**src/rtl/itaf_pkg.sv**
```systemverilog
// Package for the integer to ASCII formatter.
// Holds the transfer payload types, format codes, prefix kinds and character tables.
// Used by every file in the rtl folder.
package itaf_pkg;

  localparam int VALUE_W = 64;
  localparam int FUNC_W = 3;
  localparam int COUNT_W = 5;
  localparam int MAX_CHARS = 18;
  localparam int DEC_DIGITS = 10;
  localparam int HEX_DIGITS = 16;
  localparam int DEC_BITS = 32;

  localparam logic [FUNC_W-1:0] FUNC_SDEC = 3'd0;
  localparam logic [FUNC_W-1:0] FUNC_UDEC = 3'd1;
  localparam logic [FUNC_W-1:0] FUNC_HEXL = 3'd2;
  localparam logic [FUNC_W-1:0] FUNC_HEXU = 3'd3;
  localparam logic [FUNC_W-1:0] FUNC_PTR = 3'd4;

  typedef struct packed {
    logic [VALUE_W-1:0] value;
    logic [FUNC_W-1:0]  func;
  } in_item_t;

  typedef struct packed {
    logic [7:0]         char_code;
    logic               last;
    logic [COUNT_W-1:0] char_count;
  } out_item_t;

  typedef enum logic [1:0] {
    PRE_NONE  = 2'd0,
    PRE_MINUS = 2'd1,
    PRE_HEX   = 2'd2,
    PRE_NIL   = 2'd3
  } prefix_t;

  typedef struct packed {
    logic load;
    logic dabble;
    logic emit_pre;
    logic emit_dig;
  } cmd_t;

  typedef struct packed {
    logic fmt_ok;
    logic is_dec;
    logic has_pre;
    logic is_nil;
    logic conv_done;
    logic pre_last;
    logic dig_skip;
    logic idx_zero;
    logic out_free;
  } status_t;

  function automatic logic [2:0] pre_len(input prefix_t kind);
    logic [2:0] len;
    unique case (kind)
      PRE_MINUS: len = 3'd1;
      PRE_HEX:   len = 3'd2;
      PRE_NIL:   len = 3'd5;
      default:   len = 3'd0;
    endcase
    return len;
  endfunction

  function automatic logic [7:0] pre_char(input prefix_t kind, input logic [2:0] idx);
    logic [7:0] c;
    unique case (kind)
      PRE_MINUS: c = 8'h2D;
      PRE_HEX:   c = (idx == 3'd0) ? 8'h30 : 8'h78;
      PRE_NIL: begin
        unique case (idx)
          3'd0:    c = 8'h28;
          3'd1:    c = 8'h6E;
          3'd2:    c = 8'h69;
          3'd3:    c = 8'h6C;
          default: c = 8'h29;
        endcase
      end
      default:   c = 8'h30;
    endcase
    return c;
  endfunction

  function automatic logic [7:0] hex_char(input logic [3:0] d, input logic upper);
    logic [7:0] c;
    if (d < 4'd10) begin
      c = 8'h30 + {4'b0000, d};
    end else begin
      c = (upper ? 8'h41 : 8'h61) + {4'b0000, d} - 8'd10;
    end
    return c;
  endfunction

endpackage

```
**src/rtl/integer_to_ascii_formatter_top.sv**
```systemverilog
// Top level of the integer to ASCII formatter.
// Joins the controller and the datapath; depends on itaf_pkg, itaf_ctrl and itaf_dp.
//
//   Channel   Direction   Handshake             Payload
//   in        input       in_valid / in_stall   in_item_t  (value, func)
//   out       output      out_valid / out_stall out_item_t (char_code, last, char_count)
//
// A value is loaded and dispatched, then shifted from binary to BCD for the decimal
// formats, then one character or skipped leading zero digit is handled per cycle
// unless a stall on the output holds a character.
// Reset clears the controller state and the output valid flag.
// An output stall holds the prefix and digit phases; skipped leading zeros advance.
module integer_to_ascii_formatter_top (
  input  logic                clk,
  input  logic                rst,
  input  logic                in_valid,
  output logic                in_stall,
  input  itaf_pkg::in_item_t  in_data,
  output logic                out_valid,
  input  logic                out_stall,
  output itaf_pkg::out_item_t out_data
);
  import itaf_pkg::*;

  cmd_t    cmd;
  status_t st;

  itaf_ctrl u_ctrl (
    .clk      (clk),
    .rst      (rst),
    .in_valid (in_valid),
    .in_stall (in_stall),
    .st       (st),
    .cmd      (cmd)
  );

  itaf_dp u_dp (
    .clk       (clk),
    .rst       (rst),
    .in_data   (in_data),
    .cmd       (cmd),
    .st        (st),
    .out_valid (out_valid),
    .out_stall (out_stall),
    .out_data  (out_data)
  );

endmodule

```
**src/rtl/itaf_dp.sv**
```systemverilog
// Datapath of the integer to ASCII formatter.
// Holds the digit register, the binary to BCD converter, the counters and the output register.
// Depends on itaf_pkg.
module itaf_dp (
  input  logic                clk,
  input  logic                rst,
  input  itaf_pkg::in_item_t  in_data,
  input  itaf_pkg::cmd_t      cmd,
  output itaf_pkg::status_t   st,
  output logic                out_valid,
  input  logic                out_stall,
  output itaf_pkg::out_item_t out_data
);
  import itaf_pkg::*;

  logic [VALUE_W-1:0]  digits;
  logic [DEC_BITS-1:0] bin;
  logic [4:0]          bit_cnt;
  logic [3:0]          idx;
  logic [2:0]          pre_idx;
  logic [COUNT_W-1:0]  count;
  logic                started;
  logic                fmt_ok;
  logic                is_dec;
  logic                upper;
  prefix_t             pre_kind;

  logic [DEC_BITS-1:0] lo;
  logic                neg;
  logic                in_dec;
  prefix_t             in_pre;
  logic [4*DEC_DIGITS-1:0] bcd_adj;
  logic [3:0]          cur;
  logic [7:0]          char_next;
  logic                emit;
  logic                last_next;

  assign lo = in_data.value[DEC_BITS-1:0];
  assign neg = (in_data.func == FUNC_SDEC) && lo[DEC_BITS-1];
  assign in_dec = (in_data.func == FUNC_SDEC) || (in_data.func == FUNC_UDEC);

  always_comb begin
    priority if (neg) begin
      in_pre = PRE_MINUS;
    end else if (in_data.func == FUNC_PTR) begin
      in_pre = (in_data.value == '0) ? PRE_NIL : PRE_HEX;
    end else begin
      in_pre = PRE_NONE;
    end
  end

  always_comb begin
    for (int i = 0; i < DEC_DIGITS; i++) begin
      bcd_adj[4*i +: 4] = (digits[4*i +: 4] >= 4'd5) ? digits[4*i +: 4] + 4'd3
                                                     : digits[4*i +: 4];
    end
  end

  assign cur = digits[{idx, 2'b00} +: 4];
  assign emit = cmd.emit_pre || (cmd.emit_dig && !st.dig_skip);
  assign char_next = cmd.emit_pre ? pre_char(pre_kind, pre_idx) : hex_char(cur, upper);
  assign last_next = cmd.emit_pre ? (st.pre_last && pre_kind == PRE_NIL) : (idx == 4'd0);

  assign st.fmt_ok = fmt_ok;
  assign st.is_dec = is_dec;
  assign st.has_pre = (pre_kind != PRE_NONE);
  assign st.is_nil = (pre_kind == PRE_NIL);
  assign st.conv_done = (bit_cnt == 5'(DEC_BITS - 1));
  assign st.pre_last = (pre_idx == pre_len(pre_kind) - 3'd1);
  assign st.dig_skip = (cur == 4'd0) && !started && (idx != 4'd0);
  assign st.idx_zero = (idx == 4'd0);
  assign st.out_free = !out_valid || !out_stall;

  always_ff @(posedge clk) begin
    if (cmd.load) begin
      fmt_ok <= (in_data.func <= FUNC_PTR);
      is_dec <= in_dec;
      upper <= (in_data.func == FUNC_HEXU);
      pre_kind <= in_pre;
      digits <= in_dec ? '0 : in_data.value;
      bin <= neg ? (~lo + 32'd1) : lo;
      bit_cnt <= '0;
      idx <= in_dec ? 4'(DEC_DIGITS - 1) : 4'(HEX_DIGITS - 1);
      pre_idx <= '0;
      count <= '0;
      started <= 1'b0;
    end else begin
      if (cmd.dabble) begin
        digits[4*DEC_DIGITS-1:0] <= {bcd_adj[4*DEC_DIGITS-2:0], bin[DEC_BITS-1]};
        bin <= {bin[DEC_BITS-2:0], 1'b0};
        bit_cnt <= bit_cnt + 5'd1;
      end
      if (cmd.emit_pre) begin
        pre_idx <= pre_idx + 3'd1;
      end
      if (cmd.emit_dig) begin
        if (!st.dig_skip) begin
          started <= 1'b1;
        end
        if (idx != 4'd0) begin
          idx <= idx - 4'd1;
        end
      end
      if (emit) begin
        count <= count + 5'd1;
      end
    end
  end

  always_ff @(posedge clk) begin
    if (emit) begin
      out_data.char_code <= char_next;
      out_data.last <= last_next;
      out_data.char_count <= count + 5'd1;
    end
  end

  always_ff @(posedge clk) begin
    if (rst) begin
      out_valid <= 1'b0;
    end else if (emit) begin
      out_valid <= 1'b1;
    end else if (!out_stall) begin
      out_valid <= 1'b0;
    end
  end

endmodule

```
**src/rtl/itaf_ctrl.sv**
```systemverilog
// Controller of the integer to ASCII formatter.
// Sequences conversion, prefix and digit phases through commands to the datapath.
// Depends on itaf_pkg.
module itaf_ctrl (
  input  logic              clk,
  input  logic              rst,
  input  logic              in_valid,
  output logic              in_stall,
  input  itaf_pkg::status_t st,
  output itaf_pkg::cmd_t    cmd
);
  import itaf_pkg::*;

  typedef enum logic [4:0] {
    S_IDLE = 5'b00001,
    S_DISP = 5'b00010,
    S_CONV = 5'b00100,
    S_PRE  = 5'b01000,
    S_DIG  = 5'b10000
  } state_t;

  state_t state;
  state_t state_next;
  logic   dig_step;

  assign in_stall = (state != S_IDLE);
  assign dig_step = st.dig_skip || st.out_free;

  always_comb begin
    cmd = '0;
    state_next = state;
    unique case (state)
      S_IDLE: begin
        if (in_valid) begin
          cmd.load = 1'b1;
          state_next = S_DISP;
        end
      end
      S_DISP: begin
        priority if (!st.fmt_ok) begin
          state_next = S_IDLE;
        end else if (st.is_dec) begin
          state_next = S_CONV;
        end else if (st.has_pre) begin
          state_next = S_PRE;
        end else begin
          state_next = S_DIG;
        end
      end
      S_CONV: begin
        cmd.dabble = 1'b1;
        if (st.conv_done) begin
          state_next = st.has_pre ? S_PRE : S_DIG;
        end
      end
      S_PRE: begin
        if (st.out_free) begin
          cmd.emit_pre = 1'b1;
          if (st.pre_last) begin
            state_next = st.is_nil ? S_IDLE : S_DIG;
          end
        end
      end
      S_DIG: begin
        if (dig_step) begin
          cmd.emit_dig = 1'b1;
          if (st.idx_zero) begin
            state_next = S_IDLE;
          end
        end
      end
      default: begin
        state_next = S_IDLE;
      end
    endcase
  end

  always_ff @(posedge clk) begin
    if (rst) begin
      state <= S_IDLE;
    end else begin
      state <= state_next;
    end
  end

endmodule

```
**config.mk**
```make
export PLATFORM = sky130hd
export DESIGN_NAME = integer_to_ascii_formatter_top
export DESIGN_NICKNAME = d
export VERILOG_FILES = /design/src/rtl/itaf_pkg.sv /design/src/rtl/integer_to_ascii_formatter_top.sv /design/src/rtl/itaf_dp.sv /design/src/rtl/itaf_ctrl.sv
export SDC_FILE = /design/constraint.sdc
export NUM_CORES = 1
export LEC_CHECK = 0
export BUFFER_PORTS_ARGS = -buffer_cell sky130_fd_sc_hd__buf_2
export CAP_MARGIN = 20
export CORE_AREA = 2 2 119 167
export CTS_BUF_LIST = sky130_fd_sc_hd__clkbuf_16
export DETAILED_ROUTE_END_ITERATION = 10
export DIE_AREA = 0 0 121 169
export HOLD_SLACK_MARGIN = 0.03
export SYNTH_ARGS = -nofsm -noshare
export SYNTH_HDL_FRONTEND = slang
export SYNTH_HIERARCHICAL = 1
export SYNTH_SLANG_ARGS = --single-unit
```
**constraint.sdc**
```tcl
create_clock -name clk -period 5.1 [get_ports clk]
set_input_delay 1.02 -clock clk [delete_from_list [all_inputs] [get_ports clk]]
set_output_delay 1.02 -clock clk [all_outputs]
set_load 0.02 [all_outputs]
```
=== Word level (Yosys, flattened, before mapping) ===
Cells that the tools add are included.

* Register bits after elaboration: 139
* Input bits: 71
* Word-level logic and storage cells: 154

* $add $sub $neg: 19
* $lt $le $gt $ge: 12
* Equal/unequal tests: 24
* Shifts and indexed selects: 1
* Muxes and demuxes: 50
* Bitwise logic cells: 3
* Reductions and logical operators: 27

{| class="wikitable"
|+ Operators with widths
! cell !! count
|-
| $mux W40 || 3
|-
| $mux W32 || 3
|-
| $logic_not A64 Y1 || 1
|-
| $shiftx A64 B7 Y4 || 1
|-
| $mux W5 || 10
|-
| $mux W4 || 12
|-
| $ge A4 B3 Y1 const B || 10
|-
| $add A4 B2 Y4 const B || 9
|-
| $add A32 B1 Y32 const B || 1
|-
| $not A32 Y32 || 1
|-
| $pmux W7 S4 || 1
|-
| $pmux W5 S5 || 1
|-
| $pmux W8 S3 || 1
|-
| $mux W8 || 2
|-
| $mux W1 || 12
|-
| $add A5 B1 Y5 const B || 2
|-
| $eq A5 B5 Y1 const B || 2
|-
| $eq A3 B2 Y1 const B || 3
|-
| $pmux W3 S3 || 1
|-
| $add A8 B4 Y8 || 1
|-
| $logic_not A4 Y1 || 2
|-
| $ne A2 B1 Y1 const B || 4
|-
| $reduce_bool A2 Y1 || 4
|-
| $sub A8 B4 Y8 const B || 1
|-
| other kinds (30) || 48
|}

=== Longest topological paths before layout ===
Gate-level depths: netlist of the first run.

* Depth after elaboration: 10
* Gate-level depth with buffers: 16
* Mapped depth without buffers: 13

=== By module ===
The synthesis of the first run kept the hierarchy.

{| class="wikitable"
|+ By module, submodules not included
! module !! times used !! cells each !! area each (um^2)
|-
| itaf_dp || 1 || 780 || 8087.8
|-
| itaf_ctrl || 1 || 57 || 446.7
|}

=== Least setup slack after synthesis of the first run ===
Ideal clock, no wire load.

* Path kind: input port to flip-flop
* Start: input port in_valid
* End: register u_dp.bin[0] (enable)
* Data arrival time: 4.051 ns
* Required time: 4.701 ns
* Path slack: 0.650 ns
* Cell stages on the path: 5
* Path buffers: 2
* Cells stage by stage: inv_1 > nor2_1 > clkbuf_1 > buf_1 > or2_2

{| class="wikitable"
|+ RTL lines
! item !! line !! RTL
|-
| start: declaration || integer_to_ascii_formatter_top.sv:16 || <nowiki>input logic in_valid,</nowiki>
|-
| end signal: assignment || itaf_dp.sv:81 || <nowiki>bin <= neg ? (~lo + 32'd1) : lo;</nowiki>
|-
| end signal: assignment || itaf_dp.sv:90 || <nowiki>bin <= {bin[DEC_BITS-2:0], 1'b0};</nowiki>
|-
| end: declaration || itaf_dp.sv:17 || <nowiki>logic [DEC_BITS-1:0] bin;</nowiki>
|}

==> flow_summary_export.csv, run 1 <==
group,metric,value,unit
global_route,track_usage,20.44,%
synth,synth-seq-cells,138,
clock_network,cts_hold_buffers,0,
run_status,outcome,"finished clean",
final_layout,utilization,51.23,%
global_route,antenna_found_initial,0,
synth,ys_async_sr_fraction,0,%
power_and_ir_drop,ir_drop,0.2290,mV
clock_network,cts-htree-levels,4,
drt,route.met2.wl,10650,um
worst_setup_path,critical_path_arrival,4.66,ns
final_layout,layout.nets,1006,
worst_setup_path,crit_path_max_fanout,18,
worst_setup_path,worstSetupStartpointType,"register",
final_layout,n_antenna_cell,0,
power_and_ir_drop,power,5.298,mW
drt,wl_per_cell,17.36,um
clock_network,cts_post_setup_buffers_inserted,0,
clock_network,post_cts_resized,0,
floorplan,die_w,121,um
worst_setup_path,critPathKind,"reg -> reg",
worst_setup_path,crit_path_top_delay_cell,"edfxtp_1",
placement,port_buffers,85,
power_and_ir_drop,cellPowerDensity,544.5,nW/um^2
worst_setup_path,endpoint_kind,"register",
worst_setup_path,critPathMaxStageDelay,0.91,ns
worst_setup_path,cp_data_required_time,5.16,ns
drt,firstDrtPassIters,5,
global_route,grt_pass1_vias,6487,
clock_network,cts_tree,"done",
drt,drt-total-wl,20140,um
timing,finalCriticalPeriod,4.596,ns
floorplan,ioPinCount,87,
drt,vias,6526,
floorplan,rows,60,
timing,max_slew.worst_pin.slew,1.010,ns
timing,fin_skew,0.009692,ns
clock_network,cts.sinks,138,
synth,synth.distinct_cells,70,
synth,synth-edff-count,118,
placement,place.gp.congestion,0.8591,
floorplan,fp.dieH,169,um
timing,setup_tns,0,ns
timing,hold_viol_final,0,
min_path,holdCritPathClass,"reg -> reg",
synth,synth_area_leaders,"edfxtp_1 42%, ha_1 5.3%, dfxtp_1 4.7%, mux4_2 4.5%, a21oi_1 4.1%",
clock_network,clk_latency,0.43,ns
clock_network,cts_made_buffers,17,
timing,finalCritPeriodShare,90.12,%
timing,max_slew_margin,32.66,%
power_and_ir_drop,p_leak,3.569,nW
synth,avgSynthCellArea,10.20,um^2
worst_setup_path,reg2reg_depth,12,
timing,fmax,0.2176,GHz
drt,wl_met3,655,um
drt,maxUsedRoutingLayer,"met4",
timing,setup_viol,0,
synth,syn_inst,837,
floorplan,core,18990,um^2
floorplan,floorplan.initialDensity,44.93,%
clock_network,cts_root_buf,"clkbuf_16",
drt,first_iter_violations,472,
synth,ys_seq_area_share,46.21,%
drt,ant_nets,0,
global_route,grt_pass1_wl,32750,um
global_route,grt_max_degree,196,
global_route,grt_overflow,0,
timing,slew_viol_final,0,
final_layout,areaGrowthSynthToFinish,14.00,%
synth,synth_nets,944,
drt,wl_met1,8473,um
drt,drc_errors,0,
synth,synth.most_common_cell,"edfxtp_1",
synth,synth_top_area_share,41.52,%
final_layout,drive_above_1_share,17.21,%
synth,yosysWarningCount,6,
synth,synth_ff_type,"edfxtp_1",
synth,ys_top_cells_by_count,"118 x edfxtp_1, 76 x nor2_1, 70 x a21oi_1",
timing,rsz0062_at_grt,"no",
synth,yosysTopAreaCell,"edfxtp_1",
flow_run,maxCapViolCount,0,
clock_network,clk_path_buf_depth,2,
synth,netlist_area,8534,um^2
worst_setup_path,path_cells,"mux4_2 > mux4_2 > clkinv_1 > ha_1 > nor3b_1 > nand3_2 > nor2_1 > nor2_1 > nor4b_1 > buf_4 > o21ai_1 > nand2_1",
placement,dp_hpwl,14140,um
min_path,hold_depth,2,
drt,routed_via_density,5.626,
floorplan,fp.dieArea,20450,um^2
clock_network,clk_pin_slew,0.06,ns
## cell usage in the layout, fill, tap and decap left out, types with 4 or more instances in the layout
cell / Yosys / layout
a21o_1: 4 / 4
a21oi_1: 70 / 70
a22oi_1: 6 / 6
a31oi_1: 12 / 12
a41oi_1: 9 / 9
and3_1: 6 / 6
buf_2: 5 / 85
buf_4: 3 / 8
clkbuf_16: 0 / 17
clkinvlp_4: 0 / 5
dfxtp_1: 20 / 20
edfxtp_1: 118 / 118
ha_1: 36 / 36
inv_1: 45 / 45
mux2i_1: 5 / 5
mux4_2: 17 / 17
nand2_1: 69 / 69
nand2b_1: 13 / 13
nand3_1: 10 / 10
nand4_1: 5 / 5
nor2_1: 76 / 74
nor2b_1: 29 / 29
nor3_1: 16 / 16
nor3b_1: 16 / 16
nor4_1: 15 / 15
nor4b_1: 5 / 5
o2111ai_1: 4 / 4
o21ai_0: 19 / 19
o22ai_1: 30 / 30
o32ai_1: 10 / 10
or4_1: 8 / 8
xnor2_1: 40 / 40
xor2_1: 19 / 19
## power breakdown
group | internal [mW] | switching [mW]
Sequential | 1.78 | 0.264
Combinational | 0.823 | 1.18
Clock | 0.768 | 0.490
## per-layer routing
layer / track usage, % / vias to the layer above
li1: - / 3232
met1: 24.54 / 3125
met2: 36.66 / 139
met3: 3.639 / 30
met4: 6.724 / 0
met5: 0 / -
## critical path, delay by kind of cell (launching register included)
| kind | cells | cell delay, ns |
|---|---|---|
| and+or+nand+nor | 6 | 1.54 |
| muxes | 2 | 1.12 |
| adders and majority gates | 1 | 0.22 |
| buffers and inverters | 2 | 0.31 |
| AOI/OAI and AO/OA | 1 | 0.13 |
| DFF | 1 | 0.91 |
## kinds of logic (layout without fill, tap and decap cells)
kind of cell,after synthesis,after routing,share of synthesized area (%)
buf+inv,98,173,4.838
compound gates,191,191,14.19
mux,22,22,5.073
other cells,1,1,0.04394
simple gates,292,292,18.31
fa+ha+maj,36,36,5.278
flops,138,138,46.21
xor+xnor,59,59,6.055
## layout make-up
class	instances	area, um^2
Timing Repair Buffer	94	505.5
Clock inverter	15	175.2
Clock buffer	17	425.4
Inverter	47	176.4
Fill cell	1717	9264
Multi-Input combinational cell	601	4193
Sequential cell	138	3944
Tap cell	248	310.3
## registers in the layout, summed over array words and instances, names as in the netlist, 2 cells and up
signal	flops
u_dp/pre_idx	3
u_dp/count	5
u_dp/idx	4
u_dp/out_data	13
u_ctrl/state	5
u_dp/digits	64
u_dp/pre_kind	2
u_dp/bit_cnt	5
u_dp/bin	32
## metrics by stage
step / hold WS (ns) / cells / setup slack (ns) / area [um^2]
floorplan: 0.4260 / 837 / 0.6500 / 8534
global placement: 0.4640 / 1128 / 0.5776 / 9129
detailed placement: 0.4614 / 1128 / 0.5321 / 9129
CTS: 0.4702 / 1160 / 0.4935 / 9729
global route: 0.5025 / 1160 / 0.2000 / 9729
finish: 0.4800 / 1160 / 0.5041 / 9729
## worst paths after layout
check	startpoint	end	slack [ns]
max	u_dp/idx[1]	u_dp/out_data[2]	0.50
min	u_dp/started	u_dp/started	0.48
max reg2reg	u_dp/idx[1]	u_dp/out_data[2]	0.50
min reg2reg	u_dp/started	u_dp/started	0.48
Note: power is estimated with default switching activity, not from simulation.
==> inputs of run 2 (changes only) <==
--- a/config.mk
+++ b/config.mk
@@ -7,10 +7,10 @@
 export LEC_CHECK = 0
 export BUFFER_PORTS_ARGS = -buffer_cell sky130_fd_sc_hd__buf_2
 export CAP_MARGIN = 20
-export CORE_AREA = 2 2 119 167
+export CORE_AREA = 2 2 160 224
 export CTS_BUF_LIST = sky130_fd_sc_hd__clkbuf_16
 export DETAILED_ROUTE_END_ITERATION = 10
-export DIE_AREA = 0 0 121 169
+export DIE_AREA = 0 0 162 226
 export HOLD_SLACK_MARGIN = 0.03
 export SYNTH_ARGS = -nofsm -noshare
 export SYNTH_HDL_FRONTEND = slang
==> run 2 against run 1 <==
Count of clock-buffer cells in the layout is the same. Register-to-register slack improved by 0.098 ns. Design area is 2.4% higher. Die area rose by 79%. First-iteration DRC count increased by 17%. Sequential power about the same. Power decreased by 0.62%. Routed wire length increased by 9.4%. Core utilization shrank 22 points. Combinational power about the same. Critical path depth stayed put. Cell count grew 18%. Critical path type unchanged. Largest cell class unchanged.
==> flow_summary_export.csv, run 2 (synthesis gave the netlist of run 1 again) <==
group,metric,value,unit
final_layout,regMostFlops,"u_dp/digits",
placement,port_buffers,85,
timing,rsz0062_at_grt,"no",
timing,fin_skew,0.01326,ns
floorplan,fp.dieH,226,um
drt,drc_errors,0,
clock_network,cts_hold_buffers,0,
worst_setup_path,cp_data_required_time,5.16,ns
floorplan,die_w,162,um
timing,setup_tns,0,ns
global_route,grt_pass1_vias,6530,
clock_network,clk_pin_slew,0.06,ns
floorplan,rows,81,
timing,fmax,0.2223,GHz
run_status,outcome,"finished clean",
timing,finalCriticalPeriod,4.498,ns
timing,slew_viol_final,0,
worst_setup_path,critPathKind,"reg -> reg",
worst_setup_path,critical_path_arrival,4.56,ns
clock_network,cts-htree-levels,4,
clock_network,cts_tree,"done",
clock_network,cts_post_setup_buffers_inserted,0,
floorplan,core,34660,um^2
power_and_ir_drop,p_leak,3.572,nW
timing,max_slew_margin,27.93,%
timing,hold_viol_final,0,
drt,wl_per_cell,16.06,um
placement,place.gp.congestion,0.8171,
drt,first_iter_violations,550,
final_layout,layout_common_cells,"118 x edfxtp_1, 85 x buf_2, 74 x nor2_1",
global_route,grt_overflow,0,
placement,place_area,9404,um^2
clock_network,cts.sinks,138,
final_layout,final_area,9967,um^2
final_layout,drive_above_1_share,16.85,%
global_route,grt_max_degree,175,
final_layout,fill_cells,3651,
drt,vias,6689,
min_path,holdCritPathClass,"reg -> reg",
timing,finalCritPeriodShare,88.20,%
floorplan,ioPinCount,87,
clock_network,post_cts_resized,0,
final_layout,largest_register_ffs,64,
timing,max_slew.worst_pin.slew,1.078,ns
clock_network,clk_latency,0.43,ns
power_and_ir_drop,cellPowerDensity,528.2,nW/um^2
clock_network,cts_root_buf,"clkbuf_16",
global_route,antenna_found_initial,3,
placement,dp_hpwl,16090,um
clock_network,cts_made_buffers,17,
floorplan,floorplan.initialDensity,24.62,%
drt,drt-total-wl,22020,um
drt,routed_via_density,4.879,
worst_setup_path,crit_path_max_fanout,13,
final_layout,reg_top3,"u_dp/digits x64, u_dp/bin x32, u_dp/out_data x13",
worst_setup_path,worstSetupStartpointType,"register",
final_layout,areaGrowthSynthToFinish,16.79,%
flow_run,maxCapViolCount,0,
final_layout,layout.nets,1008,
floorplan,fp.dieArea,36610,um^2
clock_network,clk_path_buf_depth,2,
drt,ant_nets,0,
worst_setup_path,endpoint_kind,"register",
power_and_ir_drop,ir_drop,0.2045,mV
global_route,track_usage,12.26,%
final_layout,final_common_cell,"edfxtp_1",
drt,firstDrtPassIters,5,
global_route,grt_pass1_wl,35120,um
timing,setup_viol,0,
[run 2: cell count changes in the layout (fill, tap and decap cells not counted)]
cell and change:
buf_4 +2, bufinv_16 -1, clkinv_1 +3, clkinv_2 -1, clkinvlp_4 -2, diode_2 +1
inv_1 +2, inv_6 -1
[run 2: metrics by stage]
step	hold WS [ns]	total power [mW]	instances	worst slack, ns	util (%)
floorplan	0.4260	3.541	837	0.6500	-
finish	0.4841	5.265	1371	0.6016	28.76
detailed placement	0.4752	4.087	1338	0.6336	27.13
CTS	0.4839	5.313	1370	0.5838	28.75
global placement	0.4803	4.027	1338	0.7645	27.13
global route	0.5075	5.642	1370	0.1816	28.75
[run 2: cell type report]
class | instances | area [um^2] | share of cell area [%]
multi-input cells | 601 | 4193 | 42.07
flip-flops and latches | 138 | 3944 | 39.57
well taps | 456 | 570.5 | 5.724
repair buffers | 96 | 520.5 | 5.222
clock buffers | 17 | 425.4 | 4.268
inverters | 47 | 176.4 | 1.770
clock inverters | 15 | 135.1 | 1.356
diodes | 1 | 2.502 | 0.02511
[run 2: path summary, 6_finish.rpt]
check / cells after the start / slack [ns] / to / start
worst max-delay path: 12 / 0.60 / u_dp/out_data[12] / u_dp/idx[0]
worst min-delay path: 2 / 0.48 / u_dp/started / u_dp/started
worst max register to register: 12 / 0.60 / u_dp/out_data[12] / u_dp/idx[0]
worst min register to register: 2 / 0.48 / u_dp/started / u_dp/started
[run 2: report_power, final]
| group | switching, mW | leakage (nW) | internal (mW) |
|---|---|---|---|
| clock | 0.481 | 0.269 | 0.709 |
| sequential | 0.283 | 1.28 | 1.77 |
| combinational | 1.19 | 2.02 | 0.829 |
[run 2: critical path, stage by stage, from the launching register on]
cell and delay, ns:
edfxtp_1 0.71, buf_4 0.26, mux4_2 0.53, a221o_1 0.44, inv_2 0.11, ha_1 0.24
nor3b_1 0.25, nand3_2 0.21, nor2_1 0.33, nor2_1 0.07, nor4b_1 0.36, o21ai_1 0.18
nand2_1 0.43
[run 2: per-layer routing]
metal,wire (um),GRT usage (%),vias up
met2,11260,20.97,147
met4,585,5.110,4
met5,27,0,-
met1,9220,14.78,3271
li1,-,-,3229
met3,930,2.828,38
